`config.mk`:
```
export PLATFORM = sky130hd
export DESIGN_NAME = mqdr_ctrl
export DESIGN_NICKNAME = d
export VERILOG_FILES = /design/src/rtl/core/mqdr_pkg.sv /design/src/rtl/core/mqdr_ctrl.sv
export SDC_FILE = /design/constraint.sdc
export NUM_CORES = 1
export LEC_CHECK = 0
export ABC_AREA = 1
export ABC_CLOCK_PERIOD_IN_PS = 2000
export BUFFER_PORTS_ARGS = -buffer_cell sky130_fd_sc_hd__buf_2
export CAP_MARGIN = 10
export CELL_PAD_IN_SITES_DETAIL_PLACEMENT = 0
export CELL_PAD_IN_SITES_GLOBAL_PLACEMENT = 1
export CORE_MARGIN = 2
export CORE_UTILIZATION = 27
export DETAILED_ROUTE_END_ITERATION = 8
export MAX_ROUTING_LAYER = met4
export PLACE_DENSITY_LB_ADDON = 0.1
export RECOVER_POWER = 25
export SYNTH_ARGS = -nofsm -noshare
export SYNTH_HDL_FRONTEND = slang
export SYNTH_SLANG_ARGS = --single-unit
```
`constraint.sdc`:
```
create_clock -name clk_i -period 2 [get_ports clk_i]
set_input_delay 0.6 -clock clk_i [delete_from_list [all_inputs] [get_ports clk_i]]
set_output_delay 0.6 -clock clk_i [all_outputs]
set_load 0.005 [all_outputs]
```
`src/rtl/core/mqdr_pkg.sv`:
```
`default_nettype none

package mqdr_pkg;

  // sizing of the shared store
  localparam int NUM_QUEUES  = 8;
  localparam int QUEUE_DEPTH = 64;
  localparam int ID_WIDTH    = 16;

  localparam int QW          = $clog2(NUM_QUEUES);
  localparam int PW          = $clog2(QUEUE_DEPTH);
  localparam int CW          = $clog2(QUEUE_DEPTH + 1);
  localparam int AW          = $clog2(NUM_QUEUES + 1);
  localparam int STORE_DEPTH = NUM_QUEUES * QUEUE_DEPTH;
  localparam int SAW         = $clog2(STORE_DEPTH);

  // stream field layout
  localparam int ACTION_W    = 2;
  localparam int INDEX_W     = 3;
  localparam int USER_ID_W   = 16;
  localparam int SERVED_ID_W = 16;
  localparam int STATUS_W    = 3;
  localparam int CFG_W       = 4;
  localparam int ACT_LSB     = 0;
  localparam int IDX_LSB     = ACT_LSB + ACTION_W;
  localparam int UID_LSB     = IDX_LSB + INDEX_W;
  localparam int IN_TDATA_W  = 24;
  localparam int OUT_TDATA_W = 24;
  localparam int SVALID_BIT  = SERVED_ID_W;
  localparam int STATUS_LSB  = SVALID_BIT + 1;
  localparam int TEMPTY_BIT  = STATUS_LSB + STATUS_W;

  localparam logic [CFG_W-1:0] CFG_RESET = CFG_W'(NUM_QUEUES);

  typedef enum logic [ACTION_W-1:0] {
    ACT_ENQUEUE = 2'd0,
    ACT_DEQUEUE = 2'd1,
    ACT_CLOSE   = 2'd2,
    ACT_NOP     = 2'd3
  } action_e;

  typedef enum logic [STATUS_W-1:0] {
    ST_OK        = 3'd0,
    ST_BAD_INDEX = 3'd1,
    ST_EMPTY     = 3'd2,
    ST_FULL      = 3'd3,
    ST_NO_OTHER  = 3'd4
  } status_e;

  typedef struct packed {
    logic    capture;
    logic    enq;
    logic    deq_read;
    logic    drain_start;
    logic    drain_step;
    logic    drain_finish;
    logic    res_load;
    logic    res_served;
    status_e res_status;
    logic    res_tempty;
  } cmd_t;

  typedef struct packed {
    logic    out_free;
    action_e action;
    logic    bad_index;
    logic    few_queues;
    logic    q_empty;
    logic    q_full;
    logic    drain_done;
    logic    drop_seen;
  } sts_t;

  function automatic logic [PW-1:0] next_ptr(input logic [PW-1:0] p);
    logic [PW-1:0] n;
    n = (p == PW'(QUEUE_DEPTH - 1)) ? '0 : p + PW'(1);
    return n;
  endfunction

endpackage

`default_nettype wire

```
`src/rtl/core/mqdr_ctrl.sv`:
```
`default_nettype none

module mqdr_ctrl (
  input  wire logic           clk_i,
  input  wire logic           rst_ni,
  input  wire logic           in_valid_i,
  output logic                in_ready_o,
  input  wire mqdr_pkg::sts_t sts_i,
  output mqdr_pkg::cmd_t      cmd_o
);

  import mqdr_pkg::*;

  typedef enum logic [3:0] {
    S_IDLE  = 4'b0001,
    S_EXEC  = 4'b0010,
    S_DEQ   = 4'b0100,
    S_DRAIN = 4'b1000
  } state_e;

  state_e state_q, state_d;
  cmd_t   cmd;

  always_comb begin
    state_d    = state_q;
    cmd        = '0;
    cmd.res_status = ST_OK;
    in_ready_o = 1'b0;
    case (state_q)
      S_IDLE: begin
        in_ready_o = sts_i.out_free;
        if (in_valid_i && sts_i.out_free) begin
          cmd.capture = 1'b1;
          state_d     = S_EXEC;
        end
      end
      S_EXEC: begin
        state_d = S_IDLE;
        if (sts_i.bad_index) begin
          cmd.res_load   = 1'b1;
          cmd.res_status = ST_BAD_INDEX;
        end else begin
          case (sts_i.action)
            ACT_ENQUEUE: begin
              cmd.res_load = 1'b1;
              if (sts_i.q_full) begin
                cmd.res_status = ST_FULL;
              end else begin
                cmd.enq = 1'b1;
              end
            end
            ACT_DEQUEUE: begin
              if (sts_i.q_empty) begin
                cmd.res_load   = 1'b1;
                cmd.res_status = ST_EMPTY;
                cmd.res_tempty = 1'b1;
              end else begin
                cmd.deq_read = 1'b1;
                state_d      = S_DEQ;
              end
            end
            ACT_CLOSE: begin
              if (sts_i.few_queues) begin
                cmd.res_load   = 1'b1;
                cmd.res_status = ST_NO_OTHER;
                cmd.res_tempty = sts_i.q_empty;
              end else if (sts_i.q_empty) begin
                cmd.res_load   = 1'b1;
                cmd.res_tempty = 1'b1;
              end else begin
                cmd.drain_start = 1'b1;
                state_d         = S_DRAIN;
              end
            end
            default: begin
              cmd.res_load   = 1'b1;
              cmd.res_tempty = sts_i.q_empty;
            end
          endcase
        end
      end
      S_DEQ: begin
        cmd.res_load   = 1'b1;
        cmd.res_served = 1'b1;
        cmd.res_tempty = sts_i.q_empty;
        state_d        = S_IDLE;
      end
      S_DRAIN: begin
        cmd.drain_step = 1'b1;
        if (sts_i.drain_done) begin
          cmd.drain_finish = 1'b1;
          cmd.res_load     = 1'b1;
          cmd.res_status   = sts_i.drop_seen ? ST_FULL : ST_OK;
          cmd.res_tempty   = 1'b1;
          state_d          = S_IDLE;
        end
      end
      default: begin
        state_d = S_IDLE;
      end
    endcase
  end

  always_ff @(posedge clk_i or negedge rst_ni) begin
    if (!rst_ni) begin
      state_q <= S_IDLE;
    end else begin
      state_q <= state_d;
    end
  end

  assign cmd_o = cmd;

endmodule

`default_nettype wire

```
---- Yosys cells after proc, flatten, opt, wreduce, memory -nomap -nowiden ----
Index checks and enable logic that the tools add are counted.
storage, ports and cells
  word-level logic and storage cells ...... 51
  input bits .............................. 12
  register bits after elaboration ......... 4
operators by class
  reductions and logical operators ........ 3
  eq/ne operators ......................... 8
  multiplexer cells ....................... 39
operators with widths
  kind                                                                    count
  3-bit two-way mux                                                       7
  4-bit two-way mux                                                       5
  1-bit two-way mux                                                       15
  4-bit case mux with 3 select lines                                      1
  1-bit case mux with 3 select lines                                      3
  3-bit case mux with 3 select lines                                      1
  2-bit two-way mux                                                       4
  4-bit case mux with 2 select lines                                      1
  3-bit case mux with 2 select lines                                      1
  4-bit by 1-bit equality test with 1-bit output (second input constant)  1
  4-bit by 2-bit equality test with 1-bit output (second input constant)  1
  4-bit by 3-bit equality test with 1-bit output (second input constant)  1
  4-bit equality test (second input constant)                             1
  2-bit inequality test (second input constant)                           2
  2-bit by 1-bit equality test with 1-bit output (second input constant)  1
  2-bit equality test (second input constant)                             1
  2-bit zero test                                                         1
  1-bit case mux with 2 select lines                                      1
  2-bit AND reduction                                                     1
  1-bit logical AND                                                       1

---- Longest topological paths before layout ----
Gate-level depths: netlist of run 1.
  depth after elaboration ................. 5
  depth in mapped cells ................... 10
  depth with buffers taken out ............ 10

---- Least setup slack after synthesis of run 1 ----
No wires, ideal clock.
  kind .................................... input to output
  start point ............................. input port sts_i[6] in the netlist's numbering
  end point ............................... output port cmd_o[5] in the netlist's numbering
  setup slack ............................. 0.143 ns
  stages .................................. 7
  data arrival time ....................... 1.257 ns
  path through ............................ inv_1 -> ha_1 -> nand2_1 -> nor2_1 -> nand2_1 -> nand2_1 -> nand3_1
RTL lines
  what         RTL line        RTL
  from (decl)  mqdr_ctrl.sv:8  input wire mqdr_pkg::sts_t sts_i,
  to (decl)    mqdr_ctrl.sv:9  output mqdr_pkg::cmd_t cmd_o

==> metrics, run 1 <==
Synth cell types 19; Initial Utilization 0.2787; top flop regs state_q: 4 flops; H-tree depth 1; most common cell after layout, fill and taps aside buf_2; grt total ovfl 0; post-route ant nets 0; vias in the first global route 460; TritonRoute pass-1 iters 4; CORE AREA 1670 µm²; actual slew at the worst max-slew pin 0.1900 ns; Synth Cell Area 465.4 µm²; CP startpoint sts_i[6]; Place WS -0.1322 ns; # port buffers 24; area leader, netlist dfrtp_1; Final Skew 0.006418 ns; drt initial violations 6; Via density 4.231; instance count of the mapped netlist 74; total CTS buffers 3; mux cell area share after synthesis 0; final setup vio count 2; final hold vios 0; Register Area 101.3 µm²; first-pass GRT wire length 1.918 mm; leakage 0.0004837 µW; DRC 0; WL/cell 9.022 µm; clk root buf clkbuf_4; clk_lat worst skew 0.23 ns; initial antenna violation count 0; outcome finished, violations left; critical path type primary input to output port; CP arrival 1.42 ns; largest register by flop count state_q; Yosys reg bits 4; clk sinks 4; Tcrit/Tclk final 1.010; Max Buffers Root-to-Sink 2; HPWL after DPL 944 µm; Synthesized Nets 90; Syn Area/Cell 6.290 µm²; nature of the critical path startpoint primary input; # rows 15; largest family of logic cells by synthesized area simple AND/OR/NAND/NOR gates; layout cell share with drive strength beyond 1 0.5897; Rel. slew slack 0.8733; IO Count 25; Area Overhead vs Synth 77.69%; simple-gate share of the synthesized area 0.4812; adder-cell share of the synthesized area 0.1075; n_diodes 0; top post-synthesis cells by area dfrtp_1, inv_1, nand2_1; Largest register FFs 4; Hold WS 0.1780 ns; CP endpoint kind output port; nets@finish 134; multi-input logic area 351.6 µm²; fillers 185; chip width 45.52 µm; DR vias 567; GP Congestion 0.7587; RSZ-0062 raised after global routing true; largest net degree at the start of global routing 6; Synth Area in XOR/XNOR 0; power per cell area 532.9 nW/µm²; Max Slew Vio Count 0; post-synthesis sequential area ratio 0.2177; CTS tree done; Peak Freq 494.9 MHz; CP Data Required Time 1.40 ns; clock-pin slew on the worst setup and hold paths 0.04 ns; Worst Hold Class primary input to async pin; commonest non-fill, non-tap cells in the layout buf_2, buf_4, nand2_1; CP max FO 3; failing checks negative setup slack; Crit Reg-Reg Startpoint state_q[2]$_DFFE_PN0P_; PnR worst setup slack -0.02061 ns; chip height 45.52 µm; all-layer global routing usage 0.1274; max cap viols 0; crit path time final 2.021 ns; Yosys top cell area share 0.1613; Synth Area in Compound Gates 0.04839; DRT Wirelength 1.209 mm; Die ar. 2072 µm²; Placed Cells 123; total number of yosys warnings 0; fin cells 134; Worst VDD drop 0.4495 mV
-- worst max-delay path: stages --
cell and delay (ns):
buf_8 0.11, buf_4 0.12, ha_2 0.16, nand3b_1 0.18, o21ai_1 0.13, buf_2 0.12
-- cells by family (layout without fill, tap and decap cells) --
group                    after synthesis  count (layout)
flip-flops                             4               4
adder cells (fa/ha/maj)                4               4
AO/OA/AOI/OAI                          4               4
buffers and inverters                 18              61
AND/OR/NAND/NOR                       44              44
-- cells in the mapped netlist (all sizes together) --
master	count
dfrtp	3
dfstp	1
ha	4
inv	18
nand2	22
nand3	4
nand3b	1
nand4	3
nor2	12
nor3	1
nor3b	1
o211ai	1
o21ai	3
-- cell type report --
type                    count  area share
flip-flops and latches      4      0.1225
repair buffers             39      0.3041
inverters                  18     0.09077
multi-input cells          52      0.4251
clock buffers               4     0.03177
well taps                  17     0.02572
-- through the flow --
stage               utilization  instance area [µm²]  power (µW)  setup TNS, ns
floorplan                     -                465.4       223.1              0
global placement         0.3993                666.9       285.8        -0.2606
detailed placement       0.3993                666.9       287.0        -0.2490
CTS                      0.4539                758.2       413.6       -0.06007
global route             0.4951                827.0       479.3        -0.3735
finish                   0.4951                827.0       440.7       -0.03705
-- power by group --
group,internal [µW],switching [µW],total [µW]
Sequential,103,16.1,119
Combinational,107,108,215
Clock,74.8,31.6,106
-- timing repair --
item	4_1_cts	5_1_grt
hold buffers	0	0
setup buffers	2	5
endpoints found under the setup margin	4	7
gates resized for setup	13	11
hold endpoints to repair	0	0
pin swaps	5	10
-- worst paths after layout --
path,endpoint,slack [ns],depth (start not counted)
max,cmd_o[2],-0.02,6
max reg2reg,state_q[0]$_DFFE_PN1P_,0.55,10
min,state_q[3]$_DFFE_PN0P_,0.18,1
max in group asynchronous,state_q[0]$_DFFE_PN1P_,1.58,1
min reg2reg,state_q[0]$_DFFE_PN1P_,0.56,2
min in group clk_i,state_q[0]$_DFFE_PN1P_,0.56,2
-- layer usage --
metal / track usage / vias to the layer above / part of all wire
met1: 0.1827 / 244 / 0.48
met4: 0.03529 / 0 / 0
met5: - / - / 0
met2: 0.1887 / 10 / 0.49
met3: 0.01190 / 0 / 0.026
li1: - / 313 / -
No activity file was read; power rests on OpenSTA's default activity.
==> inputs of run 2 (changes only) <==
TNS_END_PERCENT = 5   (was unset)
==> run 2 against run 1 <==
Non-clock buffer count shrank 4; sequential cell count is the same; total power shrank 5.5%; sequential power hardly changed; routed wire length is 5.3% lower; clock skew stayed put; setup slack better by 0.00078 ns; utilization shrank 2.7 points; the run still ends with negative setup slack left.
==> metrics, run 2 (synthesis gave the netlist of run 1 again) <==
chip height 45.52 µm; HPWL after DPL 944 µm; Sw Ratio 0.3567; CORE AREA 1670 µm²; Crit Reg-Reg Startpoint state_q[2]$_DFFE_PN0P_; Rel. slew slack 0.8739; CP startpoint sts_i[6]; drt initial violations 14; Area Overhead vs Synth 68.01%; r2r setup slk 0.58 ns; Sw Pwr 148.5 µW; Final Skew 0.006418 ns; Reg power frac 0.287; R2R cell count 10; CP max FO 3; max cap viols 0; initial antenna violation count 0; first-pass GRT wire length 1.918 mm; combinational cell fraction of total power 0.458; clock-pin slew on the worst setup and hold paths 0.04 ns; # hold bufs at CTS 0; Via density 4.238; Die ar. 2072 µm²; actual slew at the worst max-slew pin 0.1892 ns; top flop regs state_q: 4 flops; leakage 0.0004613 µW; P_int 267.8 µW; largest net degree at the start of global routing 6; clk root buf clkbuf_4; grt total ovfl 0; crit path time final 2.020 ns; CP Data Required Time 1.40 ns; n_diodes 0; chip width 45.52 µm; DRT Wirelength 1.145 mm; PnR worst setup slack -0.01983 ns; Tcrit/Tclk final 1.010; CP endpoint kind output port; Max Buffers Root-to-Sink 2; Worst VDD drop 0.4509 mV; final setup vio count 2; final hold vios 0; IO Count 25; GP Congestion 0.7587; clk_lat worst skew 0.23 ns; DR vias 551; Finished Cell Area 782.0 µm²; layout cell share with drive strength beyond 1 0.5310; Largest register FFs 4; Place WS -0.1322 ns; commonest non-fill, non-tap cells in the layout buf_2, inv_1, nand2_1; RSZ-0062 raised after global routing true; total CTS buffers 3; Initial Utilization 0.2787; CP arrival 1.42 ns; critical path type primary input to output port; failing checks negative setup slack; # port buffers 24; WL/cell 8.808 µm; post-route ant nets 0; TritonRoute pass-1 iters 4; CTS tree done; Hold WS 0.1776 ns; largest register by flop count state_q; Worst Hold Class primary input to async pin; clock power share 0.255; DRC 0; Max Slew Vio Count 0; fillers 184; # rows 15; clk sinks 4; Post-DP Area 666.9 µm²; Peak Freq 495.1 MHz; nature of the critical path startpoint primary input; outcome finished, violations left; most common cell after layout, fill and taps aside buf_2; H-tree depth 1; nets@finish 130; vias in the first global route 460; power per cell area 532.4 nW/µm²; all-layer global routing usage 0.1274
[run 2: cell count changes in the layout (fill, tap and decap cells not counted)]
cell	before	now
buf_4	15	11
inv_1	13	15
inv_2	3	1
nand3_1	1	3
nand3_2	3	1
nor3_1	0	1
nor3_2	1	0
[run 2: power groups by stage]
stage	clock (µW)	sequential, µW	combinational [µW]
3_3_place_gp	0	120	166
3_5_place_dp	0	121	166
4_1_cts	111	120	183
5_1_grt	116	122	216
6_report	106	119	190
2_1_floorplan	0	119	104
[run 2: cell type report]
| type | count | area [µm²] | area share |
|---|---|---|---|
| Multi-Input combinational cell | 52 | 336.6 | 0.4304 |
| Timing Repair Buffer | 35 | 221.5 | 0.2832 |
| Inverter | 18 | 75.07 | 0.09600 |
| Tap cell | 17 | 21.27 | 0.02720 |
| Sequential cell | 4 | 101.3 | 0.1296 |
| Clock buffer | 4 | 26.28 | 0.03360 |
[run 2: timing repair]
item,CTS,global route
endpoints found under the setup margin,4,7
pin swaps,5,6
buffers inserted,2,1
gates resized for setup,13,6
[run 2: per-stage QoR]
step | util | TNS (ns) | total power (µW) | instances
after floorplan | - | 0 | 223.1 | 74
after global placement | 0.3993 | -0.2606 | 285.8 | 123
after detailed placement | 0.3993 | -0.2490 | 287.0 | 123
after CTS | 0.4539 | -0.06007 | 413.6 | 129
after global routing | 0.4682 | -0.3850 | 453.1 | 130
final | 0.4682 | -0.03745 | 416.3 | 130
[run 2: final timing paths]
kind	endpoint
worst max-delay path	cmd_o[5]
worst min-delay path	state_q[3]$_DFFE_PN0P_
worst max register to register	state_q[0]$_DFFE_PN1P_
worst min register to register	state_q[0]$_DFFE_PN1P_
max in group asynchronous	state_q[0]$_DFFE_PN1P_
min in group clk_i	state_q[0]$_DFFE_PN1P_
[run 2: worst max-delay path, cell delays in order]
cell and delay (ns):
buf_8 0.09, inv_6 0.03, ha_4 0.25, nand2_2 0.04, nor2_2 0.09, nand2_1 0.06
nand2_2 0.07, nand3_2 0.05, buf_2 0.12
[run 2: per-layer routing]
layer	global-route usage	share of wire
met5	-	0
met4	0.03529	0
met3	0.01190	0.028
met2	0.1887	0.48
met1	0.1827	0.49
